File: config.mk
export PLATFORM = sky130hd
export DESIGN_NAME = descending_merge_sort_flat
export DESIGN_NICKNAME = d
export VERILOG_FILES = /design/src/design/dms_pkg.sv /design/src/design/dms_channel_if.sv /design/src/design/dms_ram.sv /design/src/design/dms_ctrl.sv /design/src/design/dms_datapath.sv /design/src/design/descending_merge_sort.sv /design/src/flat_wrapper.sv
export VERILOG_INCLUDE_DIRS = /design/src /design/src/design
export SDC_FILE = /design/constraint.sdc
export NUM_CORES = 2
export LEC_CHECK = 0
export BUFFER_PORTS_ARGS = -buffer_cell sky130_fd_sc_hd__buf_2
export CORE_ASPECT_RATIO = 1.25
export CORE_MARGIN = 4
export CORE_UTILIZATION = 57
export DETAILED_ROUTE_END_ITERATION = 7
export PLACE_DENSITY = 0.73
export SYNTH_ARGS = -nofsm -noshare
export SYNTH_HDL_FRONTEND = slang
export SYNTH_SLANG_ARGS = --single-unit
File: constraint.sdc
create_clock -name clock -period 17.01 [get_ports clock]
set_clock_uncertainty 0.15 [all_clocks]
set_input_delay 0.8505 -clock clock [delete_from_list [all_inputs] [get_ports clock]]
set_output_delay 0.8505 -clock clock [all_outputs]
set_load 0.01 [all_outputs]
File: src/design/assert_macros.svh
// Assertion macros shared by the sorter files.
// No dependencies; included inside the modules that check their own logic.
`ifndef ASSERT_MACROS_SVH
`define ASSERT_MACROS_SVH

// Same-cycle implication: cons must hold whenever ante holds.
`define CHECK_NOW(lbl, clk, rst, ante, cons) \
   lbl: assert property (@(posedge clk) disable iff (rst) (ante) |-> (cons)) \
      else $error("same-cycle check failed");

// Next-cycle implication: cons must hold in the cycle after ante.
`define CHECK_NEXT(lbl, clk, rst, ante, cons) \
   lbl: assert property (@(posedge clk) disable iff (rst) (ante) |=> (cons)) \
      else $error("next-cycle check failed");

`endif

File: src/design/dms_pkg.sv
// Shared types and constants of the descending merge sorter.
// No dependencies; compiled first.
package dms_pkg;

   localparam int KEY_W  = 32;   // width of key fields on the channels
   localparam int WIDE_W = 64;   // widest supported internal key

   typedef enum logic [2:0] {
      ST_LOAD,
      ST_SETUP,
      ST_CHECK,
      ST_SORT_RD,
      ST_SORT_WR,
      ST_EMIT_RD,
      ST_EMIT_OUT
   } state_type;

   typedef struct packed {
      logic load;         // store one request key
      logic setup;        // start a sort over the stored keys
      logic merge_start;  // load run pointers for the next merge
      logic merge_rd;     // read both run heads
      logic merge_wr;     // write the larger head, advance pointers
      logic emit_rd;      // read the next sorted key
      logic emit_next;    // result taken, advance or finish
   } cmd_type;

   typedef struct packed {
      logic sort_done;    // run width covers the whole set
      logic merge_end;    // this write completes the current merge
      logic emit_last;    // the key being emitted is the final one
   } status_type;

endpackage

File: src/design/dms_channel_if.sv
// Request and result channel interfaces of the sorter.
// Depends on dms_pkg for the key width.
interface dms_req_if import dms_pkg::*;
();
   logic                    valid;
   logic                    ready;
   logic signed [KEY_W-1:0] key;
   logic                    last_in;

   modport source (output valid, output key, output last_in, input ready);
   modport sink   (input valid, input key, input last_in, output ready);
endinterface

interface dms_rsp_if import dms_pkg::*;
();
   logic                    valid;
   logic                    ready;
   logic signed [KEY_W-1:0] sorted_key;
   logic                    last_out;
   logic                    overflow;

   modport source (output valid, output sorted_key, output last_out, output overflow,
                   input ready);
   modport sink   (input valid, input sorted_key, input last_out, input overflow,
                   output ready);
endinterface

File: src/design/dms_ram.sv
// Generic RAM: one write port, two read ports with registered data.
// No dependencies.
module dms_ram #(
   parameter int WIDTH = 32,
   parameter int DEPTH = 32
) (
   input  logic                     clock,
   input  logic                     wr_en,
   input  logic [$clog2(DEPTH)-1:0] wr_addr,
   input  logic [WIDTH-1:0]         wr_data,
   input  logic                     rd_en,
   input  logic [$clog2(DEPTH)-1:0] rd_addr_a,
   input  logic [$clog2(DEPTH)-1:0] rd_addr_b,
   output logic [WIDTH-1:0]         rd_data_a,
   output logic [WIDTH-1:0]         rd_data_b
);

   logic [WIDTH-1:0] mem [DEPTH];

   always_ff @(posedge clock) begin
      if (wr_en) begin
         mem[wr_addr] <= wr_data;
      end
      if (rd_en) begin
         rd_data_a <= mem[rd_addr_a];
         rd_data_b <= mem[rd_addr_b];
      end
   end

endmodule

File: src/design/dms_ctrl.sv
// Sequencer of the sorter: load, merge passes, emission.
// Depends on dms_pkg for the state, command and status types.
module dms_ctrl import dms_pkg::*;
(
   input  logic       clock,
   input  logic       reset,
   input  logic       req_valid,
   input  logic       req_last,
   output logic       req_ready,
   output logic       rsp_valid,
   input  logic       rsp_ready,
   input  status_type status,
   output cmd_type    cmd
);

   state_type state_ff, state_in;

   always_ff @(posedge clock) begin
      if (reset) begin
         state_ff <= ST_LOAD;
      end else begin
         state_ff <= state_in;
      end
   end

   always_comb begin
      state_in  = state_ff;
      cmd       = '0;
      req_ready = 1'b0;
      rsp_valid = 1'b0;
      unique case (state_ff)
         ST_LOAD: begin
            req_ready = 1'b1;
            if (req_valid) begin
               cmd.load = 1'b1;
               if (req_last) begin
                  state_in = ST_SETUP;
               end
            end
         end
         ST_SETUP: begin
            cmd.setup = 1'b1;
            state_in  = ST_CHECK;
         end
         ST_CHECK: begin
            if (status.sort_done) begin
               state_in = ST_EMIT_RD;
            end else begin
               cmd.merge_start = 1'b1;
               state_in        = ST_SORT_RD;
            end
         end
         ST_SORT_RD: begin
            cmd.merge_rd = 1'b1;
            state_in     = ST_SORT_WR;
         end
         ST_SORT_WR: begin
            cmd.merge_wr = 1'b1;
            state_in     = status.merge_end ? ST_CHECK : ST_SORT_RD;
         end
         ST_EMIT_RD: begin
            cmd.emit_rd = 1'b1;
            state_in    = ST_EMIT_OUT;
         end
         ST_EMIT_OUT: begin
            rsp_valid = 1'b1;
            if (rsp_ready) begin
               cmd.emit_next = 1'b1;
               state_in      = status.emit_last ? ST_LOAD : ST_EMIT_RD;
            end
         end
         default: begin
            state_in = ST_LOAD;
         end
      endcase
   end

endmodule

File: src/design/dms_datapath.sv
// Datapath of the sorter: two key banks, run pointers, compare and select.
// Depends on dms_pkg and on dms_ram for the banks.
module dms_datapath import dms_pkg::*;
#(
   parameter int CAPACITY = 32,
   parameter int KEY_BITS = 32
) (
   input  logic             clock,
   input  logic             reset,
   input  cmd_type          cmd,
   output status_type       status,
   input  logic [KEY_W-1:0] req_key,
   output logic [KEY_W-1:0] rsp_key,
   output logic             rsp_last,
   output logic             rsp_overflow
);

   localparam int ADDR_W = $clog2(CAPACITY);
   localparam int CNT_W  = $clog2(CAPACITY + 1);
   localparam int SUM_W  = CNT_W + 2;

   logic [CNT_W-1:0] count_ff, count_in;
   logic             ovf_ff, ovf_in;
   logic [CNT_W:0]   width_ff, width_in;
   logic [CNT_W-1:0] lo_ff, lo_in;
   logic [CNT_W-1:0] a_ff, a_in;
   logic [CNT_W-1:0] b_ff, b_in;
   logic [CNT_W-1:0] o_ff, o_in;
   logic [CNT_W-1:0] idx_ff, idx_in;
   logic             bank_ff, bank_in;

   logic [SUM_W-1:0] n_s, lo_s, w_s, mid_raw, mid_s, hi_raw, hi_s;
   logic             pass_end, a_done, b_done, take_b, has_room;

   logic [WIDE_W-1:0]   key_wide, out_wide;
   logic [KEY_BITS-1:0] load_key, head_a, head_b, merge_key;
   logic [KEY_BITS-1:0] rd_a0, rd_b0, rd_a1, rd_b1;
   logic                we0, we1, re0, re1;
   logic [ADDR_W-1:0]   waddr0, raddr_a;
   logic [KEY_BITS-1:0] wdata0;

   // Run bounds of the current merge, clamped to the set size.
   always_comb begin
      n_s      = SUM_W'(count_ff);
      lo_s     = SUM_W'(lo_ff);
      w_s      = SUM_W'(width_ff);
      mid_raw  = lo_s + w_s;
      hi_raw   = lo_s + (w_s << 1);
      mid_s    = (mid_raw > n_s) ? n_s : mid_raw;
      hi_s     = (hi_raw > n_s) ? n_s : hi_raw;
      pass_end = (hi_raw >= n_s);
      a_done   = (SUM_W'(a_ff) >= mid_s);
      b_done   = (SUM_W'(b_ff) >= hi_s);
      has_room = (SUM_W'(count_ff) < SUM_W'(CAPACITY));
   end

   assign status.sort_done = (w_s >= n_s);
   assign status.merge_end = ((SUM_W'(o_ff) + SUM_W'(1)) == hi_s);
   assign status.emit_last = ((SUM_W'(idx_ff) + SUM_W'(1)) == n_s);

   // Source bank heads; run two wins on a strictly larger key or once run one is done.
   assign head_a    = bank_ff ? rd_a1 : rd_a0;
   assign head_b    = bank_ff ? rd_b1 : rd_b0;
   assign take_b    = a_done || (!b_done && ($signed(head_a) < $signed(head_b)));
   assign merge_key = take_b ? head_b : head_a;

   assign key_wide = WIDE_W'(req_key);
   assign load_key = key_wide[KEY_BITS-1:0];
   assign out_wide = WIDE_W'(head_a);

   assign rsp_key      = out_wide[KEY_W-1:0];
   assign rsp_last     = status.emit_last;
   assign rsp_overflow = ovf_ff;

   // Bank 0 takes loads and the merges out of bank 1; bank 1 the merges out of bank 0.
   assign we0     = (cmd.load && has_room) || (cmd.merge_wr && bank_ff);
   assign waddr0  = cmd.load ? count_ff[ADDR_W-1:0] : o_ff[ADDR_W-1:0];
   assign wdata0  = cmd.load ? load_key : merge_key;
   assign we1     = cmd.merge_wr && !bank_ff;
   assign re0     = (cmd.merge_rd || cmd.emit_rd) && !bank_ff;
   assign re1     = (cmd.merge_rd || cmd.emit_rd) && bank_ff;
   assign raddr_a = cmd.emit_rd ? idx_ff[ADDR_W-1:0] : a_ff[ADDR_W-1:0];

   dms_ram #(.WIDTH(KEY_BITS), .DEPTH(CAPACITY)) u_key_bank (
      .clock     (clock),
      .wr_en     (we0),
      .wr_addr   (waddr0),
      .wr_data   (wdata0),
      .rd_en     (re0),
      .rd_addr_a (raddr_a),
      .rd_addr_b (b_ff[ADDR_W-1:0]),
      .rd_data_a (rd_a0),
      .rd_data_b (rd_b0)
   );

   dms_ram #(.WIDTH(KEY_BITS), .DEPTH(CAPACITY)) u_scratch_bank (
      .clock     (clock),
      .wr_en     (we1),
      .wr_addr   (o_ff[ADDR_W-1:0]),
      .wr_data   (merge_key),
      .rd_en     (re1),
      .rd_addr_a (raddr_a),
      .rd_addr_b (b_ff[ADDR_W-1:0]),
      .rd_data_a (rd_a1),
      .rd_data_b (rd_b1)
   );

   always_comb begin
      count_in = count_ff;
      ovf_in   = ovf_ff;
      width_in = width_ff;
      lo_in    = lo_ff;
      a_in     = a_ff;
      b_in     = b_ff;
      o_in     = o_ff;
      idx_in   = idx_ff;
      bank_in  = bank_ff;
      if (cmd.load) begin
         if (has_room) begin
            count_in = count_ff + CNT_W'(1);
         end else begin
            ovf_in = 1'b1;
         end
      end
      if (cmd.setup) begin
         width_in = (CNT_W + 1)'(1);
         lo_in    = '0;
         idx_in   = '0;
         bank_in  = 1'b0;
      end
      if (cmd.merge_start) begin
         a_in = lo_ff;
         b_in = mid_s[CNT_W-1:0];
         o_in = lo_ff;
      end
      if (cmd.merge_wr) begin
         o_in = o_ff + CNT_W'(1);
         if (take_b) begin
            b_in = b_ff + CNT_W'(1);
         end else begin
            a_in = a_ff + CNT_W'(1);
         end
         if (status.merge_end) begin
            if (pass_end) begin
               lo_in    = '0;
               width_in = width_ff << 1;
               bank_in  = !bank_ff;
            end else begin
               lo_in = hi_raw[CNT_W-1:0];
            end
         end
      end
      if (cmd.emit_next) begin
         if (status.emit_last) begin
            count_in = '0;
            ovf_in   = 1'b0;
            idx_in   = '0;
         end else begin
            idx_in = idx_ff + CNT_W'(1);
         end
      end
   end

   always_ff @(posedge clock) begin
      if (reset) begin
         count_ff <= '0;
         ovf_ff   <= 1'b0;
         width_ff <= '0;
         lo_ff    <= '0;
         a_ff     <= '0;
         b_ff     <= '0;
         o_ff     <= '0;
         idx_ff   <= '0;
         bank_ff  <= 1'b0;
      end else begin
         count_ff <= count_in;
         ovf_ff   <= ovf_in;
         width_ff <= width_in;
         lo_ff    <= lo_in;
         a_ff     <= a_in;
         b_ff     <= b_in;
         o_ff     <= o_in;
         idx_ff   <= idx_in;
         bank_ff  <= bank_in;
      end
   end

`include "assert_macros.svh"

   // A write always lands inside the current output run.
   `CHECK_NOW(a_write_in_run, clock, reset, cmd.merge_wr, SUM_W'(o_ff) < hi_s)
   // Emission only happens over stored keys.
   `CHECK_NOW(a_emit_in_set, clock, reset, cmd.emit_rd, SUM_W'(idx_ff) < n_s)

endmodule

File: src/design/descending_merge_sort.sv
// Top level of the descending merge sorter.
// Depends on dms_pkg, the channel interfaces, dms_ctrl and dms_datapath.
//
// Usage: send keys on req_chan one request per key; the request with last_in set
// closes the set (its key is stored too if there is room). Keys beyond CAPACITY
// are dropped and the overflow bit is raised on every result of that set.
// After the closing request the block sorts the set and returns it on rsp_chan
// in descending signed order, one result per stored key, last_out on the final one.
// req_chan.ready is high only while keys are being loaded; a key is taken whenever valid is high.
// Sorting runs ceil(log2 n) merge passes over two banks; each output element of a
// pass reads both run heads and then writes the larger one through the shared
// compare unit, and each merge starts with a step that loads the run pointers.
// Emission reads each key from the bank (a registered read) and then presents it;
// the next key is read only after the current result is taken.
// A stalled receiver holds the current result and the block simply waits.
// Reset (synchronous, active high) empties the store and clears the overflow
// flag; the banks themselves need no clearing since only loaded entries are read.
module descending_merge_sort import dms_pkg::*;
#(
   parameter int CAPACITY = 32,
   parameter int KEY_BITS = 32
) (
   input logic       clock,
   input logic       reset,
   dms_req_if.sink   req_chan,
   dms_rsp_if.source rsp_chan
);

   cmd_type    cmd;
   status_type status;
   logic [KEY_W-1:0] rsp_key;
   logic             close_accept;

   // Sequencer: owns both handshakes.
   dms_ctrl u_ctrl (
      .clock     (clock),
      .reset     (reset),
      .req_valid (req_chan.valid),
      .req_last  (req_chan.last_in),
      .req_ready (req_chan.ready),
      .rsp_valid (rsp_chan.valid),
      .rsp_ready (rsp_chan.ready),
      .status    (status),
      .cmd       (cmd)
   );

   // Datapath: banks, pointers and the compare unit.
   dms_datapath #(.CAPACITY(CAPACITY), .KEY_BITS(KEY_BITS)) u_datapath (
      .clock        (clock),
      .reset        (reset),
      .cmd          (cmd),
      .status       (status),
      .req_key      (req_chan.key),
      .rsp_key      (rsp_key),
      .rsp_last     (rsp_chan.last_out),
      .rsp_overflow (rsp_chan.overflow)
   );

   assign rsp_chan.sorted_key = rsp_key;

   // Closing request of a set taken this cycle.
   assign close_accept = req_chan.valid && req_chan.ready && req_chan.last_in;

`include "assert_macros.svh"

   // Never load and emit at the same time.
   `CHECK_NOW(a_no_overlap, clock, reset, rsp_chan.valid, !req_chan.ready)
   // The closing request is never answered in the same or the next cycle.
   `CHECK_NEXT(a_sort_gap, clock, reset, close_accept, !rsp_chan.valid)
   // Taking the final result reopens loading.
   `CHECK_NEXT(a_reopen, clock, reset, rsp_chan.valid && rsp_chan.ready && rsp_chan.last_out, req_chan.ready)

endmodule
File: src/flat_wrapper.sv
// flat-port wrapper written by rule: the top's interface ports become plain ports
module descending_merge_sort_flat import dms_pkg::*;
#(
   parameter int CAPACITY = 32,
   parameter int KEY_BITS = 32
)
  (clock, reset, req_chan_valid, req_chan_key, req_chan_last_in, req_chan_ready, rsp_chan_valid, rsp_chan_sorted_key, rsp_chan_last_out, rsp_chan_overflow, rsp_chan_ready);
  dms_req_if req_chan_i ();
  dms_rsp_if rsp_chan_i ();
  input logic clock;
  input logic reset;
  input wire logic [$bits(req_chan_i.valid)-1:0] req_chan_valid;
  input wire logic [$bits(req_chan_i.key)-1:0] req_chan_key;
  input wire logic [$bits(req_chan_i.last_in)-1:0] req_chan_last_in;
  output wire logic [$bits(req_chan_i.ready)-1:0] req_chan_ready;
  output wire logic [$bits(rsp_chan_i.valid)-1:0] rsp_chan_valid;
  output wire logic [$bits(rsp_chan_i.sorted_key)-1:0] rsp_chan_sorted_key;
  output wire logic [$bits(rsp_chan_i.last_out)-1:0] rsp_chan_last_out;
  output wire logic [$bits(rsp_chan_i.overflow)-1:0] rsp_chan_overflow;
  input wire logic [$bits(rsp_chan_i.ready)-1:0] rsp_chan_ready;
  assign req_chan_i.valid = req_chan_valid;
  assign req_chan_i.key = req_chan_key;
  assign req_chan_i.last_in = req_chan_last_in;
  assign req_chan_ready = req_chan_i.ready;
  assign rsp_chan_valid = rsp_chan_i.valid;
  assign rsp_chan_sorted_key = rsp_chan_i.sorted_key;
  assign rsp_chan_last_out = rsp_chan_i.last_out;
  assign rsp_chan_overflow = rsp_chan_i.overflow;
  assign rsp_chan_i.ready = rsp_chan_ready;
  descending_merge_sort #(.CAPACITY(CAPACITY), .KEY_BITS(KEY_BITS)) u_core (.clock(clock), .reset(reset), .req_chan(req_chan_i), .rsp_chan(rsp_chan_i));
endmodule
After elaboration in Yosys (flattened, before gate mapping)
Memories as Yosys holds them, arrays and structs flattened. A register that Yosys moved wholly into a read port is not among the register bits.
Cells that the tools add are included.
{"block": "word_totals", "ff_bits": 48, "latch_bits": 0, "mem_bits_rw": 2048, "romBits": 0, "in_bits": 37, "output_inout_bits": 36, "elab_cells": 117, "mem_count": 2}
{"block": "classes", "addsub": 9, "n_mul": 0, "div_mod_pow": 0, "order_cmp": 8, "eq_ne": 11, "shift": 0, "muxes": 62, "n_bitwise": 0, "n_reduce_logical": 15}
{"memory": "u_core.u_datapath.u_key_bank.mem", "depth": 32, "width": 32, "read_ports": 2, "rd_ports_with_merged_regs": 2, "wr": 1, "line_no": "dms_ram.sv:18", "text": "logic [WIDTH-1:0] mem [DEPTH];"}
{"memory": "u_core.u_datapath.u_scratch_bank.mem", "depth": 32, "width": 32, "read_ports": 2, "rd_ports_with_merged_regs": 2, "wr": 1, "line_no": "dms_ram.sv:18"}
{"operator": "32-bit 2-to-1 mux", "count": 4}
{"operator": "6-bit 2-to-1 mux", "count": 19}
{"operator": "32-bit less-than comparator", "count": 1}
{"operator": "6-bit by 1-bit adder with 6-bit output, second input constant", "count": 5}
{"operator": "7-bit 2-to-1 mux", "count": 4}
{"operator": "1-bit 2-to-1 mux", "count": 25}
{"operator": "3-bit one-hot mux with 7 select lines", "count": 1}
{"operator": "6-bit by 8-bit >= comparator with 1-bit output", "count": 2}
{"operator": "8-bit by 6-bit > comparator with 1-bit output", "count": 2}
{"operator": "8-bit 2-to-1 mux", "count": 2}
{"operator": "3-bit 2-to-1 mux", "count": 5}
{"operator": "6-bit by 1-bit adder with 7-bit output, second input constant", "count": 2}
{"operator": "5-bit 2-to-1 mux", "count": 2}
{"operator": "3-bit equality test, second input constant", "count": 3}
{"operator": "6-bit by 7-bit adder with 8-bit output", "count": 1}
{"operator": "6-bit by 8-bit adder with 8-bit output", "count": 1}
{"operator": "7-bit by 8-bit equality test with 1-bit output", "count": 1}
{"operator": "8-bit by 6-bit >= comparator with 1-bit output", "count": 1}
{"operator": "7-bit by 6-bit equality test with 1-bit output", "count": 1}
{"operator": "7-bit by 6-bit >= comparator with 1-bit output", "count": 1}
{"operator": "3-bit by 2-bit equality test with 1-bit output, second input constant", "count": 2}
{"operator": "1-bit logical AND", "count": 6}
{"operator": "6-bit less-than comparator, second input constant", "count": 1}
{"operator": "2-bit inequality test, second input constant", "count": 3}
{"operator": "other kinds (6)", "count": 10}

Longest topological paths before layout
{"block": "depth", "depth_word": 9, "depth_mapped": 25, "depth_no_buf": 23}

By module
A second synthesis with hierarchy kept.
{"block": "unflattened", "hier_cells": 7668, "hier_area_um2": 107807.1}
{"module": "dms_ram", "instances": 2, "cells_each": 3450, "area_per_inst_um2": 50711.1, "seq_area_each_um2": 32671.3}
{"module": "dms_datapath", "instances": 1, "cells_each": 739, "area_per_inst_um2": 6158.4, "seq_area_each_um2": 900.9}
{"module": "dms_ctrl", "instances": 1, "cells_each": 29, "area_per_inst_um2": 226.5, "seq_area_each_um2": 60.1}

Worst setup path before layout
No wires, ideal clock.
{"block": "synth_timing", "kind": "reg2reg", "startpoint": "register u_core.u_datapath.width_ff[1]", "endpoint": "memory u_core.u_datapath.u_key_bank.mem[0][10], data pin", "setup_ns": 0.218, "t_arrival_ns": 6.237, "t_required_ns": 16.642, "setup_slack_ns": 10.404, "path_stages_with_launch": 25, "path_buffers": 2, "period_less_slack_ns": 6.606, "path_cell_list": "dfxtp_1 > ha_1 > a21o_1 > a21oi_1 > nor2b_1 > o21ai_0 > nand2_1 > xor2_1 > ha_1 > nand4_1 > o22ai_1 > a21oi_1 > nor4_2 > mux2_2 > ha_1 > nand2b_1 > a21oi_1 > o21ai_0 > a21o_1 > a21oi_1 > o311a_1 > clkbuf_1 > buf_2 > mux2i_1 > mux2_2"}
{"block": "synth_via", "elab_chain_len": 9, "elab_cells_between_ends": 13, "cone_classes": "2 x add/sub; 4 x order compare; 4 x mux; 3 x reduce/logical"}
{"item": "start, declared", "line_no": "dms_datapath.sv:24", "text": "logic [CNT_W:0] width_ff, width_in;"}
{"item": "start signal, assigned", "line_no": "dms_datapath.sv:178", "text": "width_ff <= width_in;"}
{"item": "6-bit by 8-bit adder with 8-bit output", "line_no": "dms_datapath.sv:48", "text": "hi_raw = lo_s + (w_s << 1);"}
{"item": "8-bit by 6-bit > comparator with 1-bit output", "line_no": "dms_datapath.sv:50", "text": "hi_s = (hi_raw > n_s) ? n_s : hi_raw;"}
{"item": "8-bit 2-to-1 mux", "line_no": "dms_datapath.sv:50"}
{"item": "6-bit by 8-bit >= comparator with 1-bit output", "line_no": "dms_datapath.sv:53", "text": "b_done = (SUM_W'(b_ff) >= hi_s);"}
{"item": "1-bit logical NOT", "line_no": "dms_datapath.sv:64", "text": "assign take_b = a_done || (!b_done && ($signed(head_a) < $signed(head_b)));"}
{"item": "1-bit logical AND", "line_no": "dms_datapath.sv:64"}
{"item": "1-bit logical OR (*)", "line_no": "dms_datapath.sv:64"}
{"item": "32-bit 2-to-1 mux (*)", "line_no": "dms_datapath.sv:65", "text": "assign merge_key = take_b ? head_b : head_a;"}
{"item": "named net u_core.u_datapath.merge_key[10]", "line_no": "dms_datapath.sv:36", "text": "logic [KEY_BITS-1:0] load_key, head_a, head_b, merge_key;"}
{"item": "32-bit 2-to-1 mux (*)", "line_no": "dms_datapath.sv:78", "text": "assign wdata0 = cmd.load ? load_key : merge_key;"}
{"item": "named net u_core.u_datapath.u_key_bank.wr_data[10]", "line_no": "dms_ram.sv:10", "text": "input logic [WIDTH-1:0] wr_data,"}
{"item": "end, declared", "line_no": "dms_ram.sv:18"}
Mark *: on every way through the listed nets, which the timed path passes. The rest lies on a longest branch.

Worst setup path in the final report
{"block": "layout_timing", "startpoint": "register u_core.u_datapath.width_ff[1]", "endpoint": "memory u_core.u_datapath.u_key_bank.mem[3][13], data pin"}
The elaborated chain is that of the path after synthesis.

==> impl_metrics.ini <==
[logic_synthesis]
synth_edf_count = 2176
yosysUniqueCellTypes = 70
ys_seq_area_frac = 0.620
synth_cells = 7888
yosysTopAreaCell = edfxtp_1
syn_nets = 8007
synthArstFlopShare = 0
netlist.area_leader.share = 0.611
yosys_warnings = 0
ys_top_cells_by_area = edfxtp_1 61%, mux4_2 13%, nand2_1 7.5%, a311oi_1 3.2%, nand3_1 2.5%
avgSynthCellArea_um2 = 13.6
yosys_register_bits = 2224
synthFlopType = edfxtp_1
synth.cell_area_um2 = 107000

[outcome]
status = finished, final reports clean

[power]
power-per-cell-area_nw_per_um2 = 97.8
leakage_nw = 37.9
p_int_mw = 8.97
vdd_drop_max_uv = 75.2
p_comb_frac = 0.055
p_switching_mw = 2.46
pwr-share-seq = 0.542
pwr-share-clk = 0.403
switching_share = 0.215

[clocking]
htreeDepth = 4
clk_latency_ns = 0.85
cts_tree = done
cts_inserted_buffers = 201
clock_sinks = 2224
cts_setup_buffers = 0
ctsRootBufferMaster = clkbuf_16
ctsLongestPathBuffers = 3
cts-resized-gates = 0
clkSlewWorstSetupHoldPaths_ns = 0.07
cts_hold_buf = 0

[setup_path]
cp-start-kind = flop
regToRegSetupSlack_ns = 9.45
cp_data_arrival_time_ns = 7.98
cp_num_buf_inv = 2
crit_family = compound AO/OA/AOI/OAI gates
end_kind = flop
slowest_delay_ns = 0.75
worstPathRequired_ns = 17.44
cp_max_fo = 39
crit_chain = ha_1, a21o_1, a21oi_1, nor2b_1, o21ai_0, nand2_1, xor2_1, ha_1, nand4_1, o22ai_1, a21oi_1, nor4_2, mux2_2, ha_1, nand2b_1, a21oi_1, o21ai_0, a21o_1, a21oi_1, o311a_4, buf_4, mux2i_2, buf_4, mux2_2
crit_top_cell = a21oi_1
slowest_stage = nor4_2
critPathKind = flop to flop

[floorplan]
die_area_um2 = 195000
core_area_um2 = 186000
initial_core_util = 0.574
io_pins = 73
die_w_um = 395
num_rows = 177
dieHeight_um = 492

[drt]
wire_per_inst_um = 32.6
viasPerCell = 7.18
antenna_left = 0
drc = 0
num_vias = 74632
drt_first_iter_violations = 11922
routed_wl_mm = 339
firstDrtPassIters = 6

[sta]
fin_crit_ns = 7.56
slew_violations = 0
finalCritPeriodShare = 0.444
rsz0062_at_grt = false
hold_violations = 0
setup-tns-final_ns = 0
fmax_mhz = 132
finalSetupViolCount = 0
slew_headroom = 0.0275
tightest_slew_ns = 1.46

[layout]
drive_gt1_frac = 0.179
nets = 7828
fillers = 13103
layout_commonest_cell = edfxtp_1
post-route-util = 0.627
layout_common_cells = 2176 x edfxtp_1, 2128 x nand2_1, 640 x mux4_2
syn_to_final_growth_pct = 9.26

[grt]
grt_max_degree = 180
antenna_found_initial = 19
grt_pass1_wl_mm = 484
grtUsageTotal = 0.342
grt_pass1_vias = 72576
grt_overflow = 0

[placed_design]
hpwl_mm = 185
routabilityCongestion = 0.901
io_buffer_count = 72

[min_path]
hold_class = primary input to flop

[job]
max_cap_viol_count = 0
-- cells in the mapped netlist, types with 4 or more instances --
master	n
nand3_1	539
o21a_1	7
o21ai_0	33
nand4_1	14
nand3b_1	5
a311oi_1	385
nand2_1	2129
nor3_1	7
or3_1	11
inv_1	54
mux2_2	104
dfxtp_1	48
clkbuf_1	514
buf_1	101
and2_1	5
mux4_2	640
a41oi_1	5
mux2i_1	117
nor4_1	4
nor2_1	116
buf_2	15
xnor2_1	17
nor3b_1	4
or2_2	5
edfxtp_1	2176
a31oi_1	139
nor2b_1	11
a21oi_1	107
a211oi_1	71
ha_1	80
xor2_1	7
and3_1	267
nand2b_1	15
a21o_1	80
-- sequential cells by signal, indices dropped and copies added, names as in the netlist, 6 cells and up --
| signal | flops |
|---|---|
| u_core.u_datapath.u_key_bank.mem | 1024 |
| u_core.u_datapath.u_scratch_bank.mem | 1024 |
| u_core.u_datapath.u_key_bank.rd_data_a | 32 |
| u_core.u_datapath.u_key_bank.rd_data_b | 32 |
| u_core.u_datapath.u_scratch_bank.rd_data_a | 32 |
| u_core.u_datapath.u_scratch_bank.rd_data_b | 32 |
| u_core.u_datapath.width_ff | 7 |
| u_core.u_datapath.a_ff | 6 |
| u_core.u_datapath.b_ff | 6 |
| u_core.u_datapath.count_ff | 6 |
| u_core.u_datapath.idx_ff | 6 |
| u_core.u_datapath.lo_ff | 6 |
| u_core.u_datapath.o_ff | 6 |
-- path summary, 6_finish.rpt --
kind,cells after the start,from,end
worst max-delay path,24,u_core.u_datapath.width_ff[1]$_SDFF_PP0_,u_core.u_datapath.u_key_bank.mem[3][13]$_DFFE_PP_
worst min-delay path,3,rsp_chan_ready,u_core.u_ctrl.state_ff[2]$_SDFFE_PP0P_
worst max register to register,24,u_core.u_datapath.width_ff[1]$_SDFF_PP0_,u_core.u_datapath.u_key_bank.mem[3][13]$_DFFE_PP_
worst min register to register,2,u_core.u_datapath.rsp_overflow$_SDFF_PP0_,u_core.u_datapath.rsp_overflow$_SDFF_PP0_
-- power by group through the flow --
stage	registers (mW)	clock network, mW	logic, mW
finish	6.20	4.60	0.625
global route	6.20	4.86	0.664
CTS	6.20	4.62	0.613
detailed placement	6.31	0	0.610
global placement	6.31	0	0.594
floorplan	6.30	0	0.401
-- layout make-up --
type                            instances  area [µm²]  share of cell area
Tap cell                             2506        3140              0.0268
Timing Repair Buffer                  250        1810              0.0155
Clock buffer                          242        5300              0.0454
Clock inverter                        130        1290              0.0110
Inverter                               54         203             0.00174
Antenna cell                            8        20.0            0.000171
Sequential cell                      2224       66300               0.568
Multi-Input combinational cell       4978       38700               0.332
-- per-stage QoR --
stage	power (mW)	cell area (µm²)	cells	setup slack [ns]	hold WS (ns)
floorplan	6.70	107000	7888	10.40	0.314
global placement	6.91	110000	10012	9.49	0.330
detailed placement	6.92	110000	10012	9.59	0.335
CTS	11.4	117000	10384	9.56	0.182
global route	11.7	117000	10387	9.07	0.240
finish	11.4	117000	10392	9.45	0.228
-- metal layers --
layer,part of all wire,GRT usage
met5,0.00012,0
met2,0.46,0.532
met3,0.14,0.0890
met4,0.068,0.199
met1,0.33,0.439
-- tightest hold or removal path, cell delays in order --
cell and delay, ns:
buf_2 0.14, or3_1 0.12, a21oi_1 0.06
-- kinds of logic after synthesis --
kind of cell             share of synthesized area
flip-flops                                   0.620
multiplexers                                 0.157
adder cells (fa/ha/maj)                    0.00974
buffers and inverters                       0.0244
AO/OA/AOI/OAI                               0.0606
XOR/XNOR                                   0.00212
AND/OR/NAND/NOR                              0.126
No activity file was read; power rests on OpenSTA's default activity.
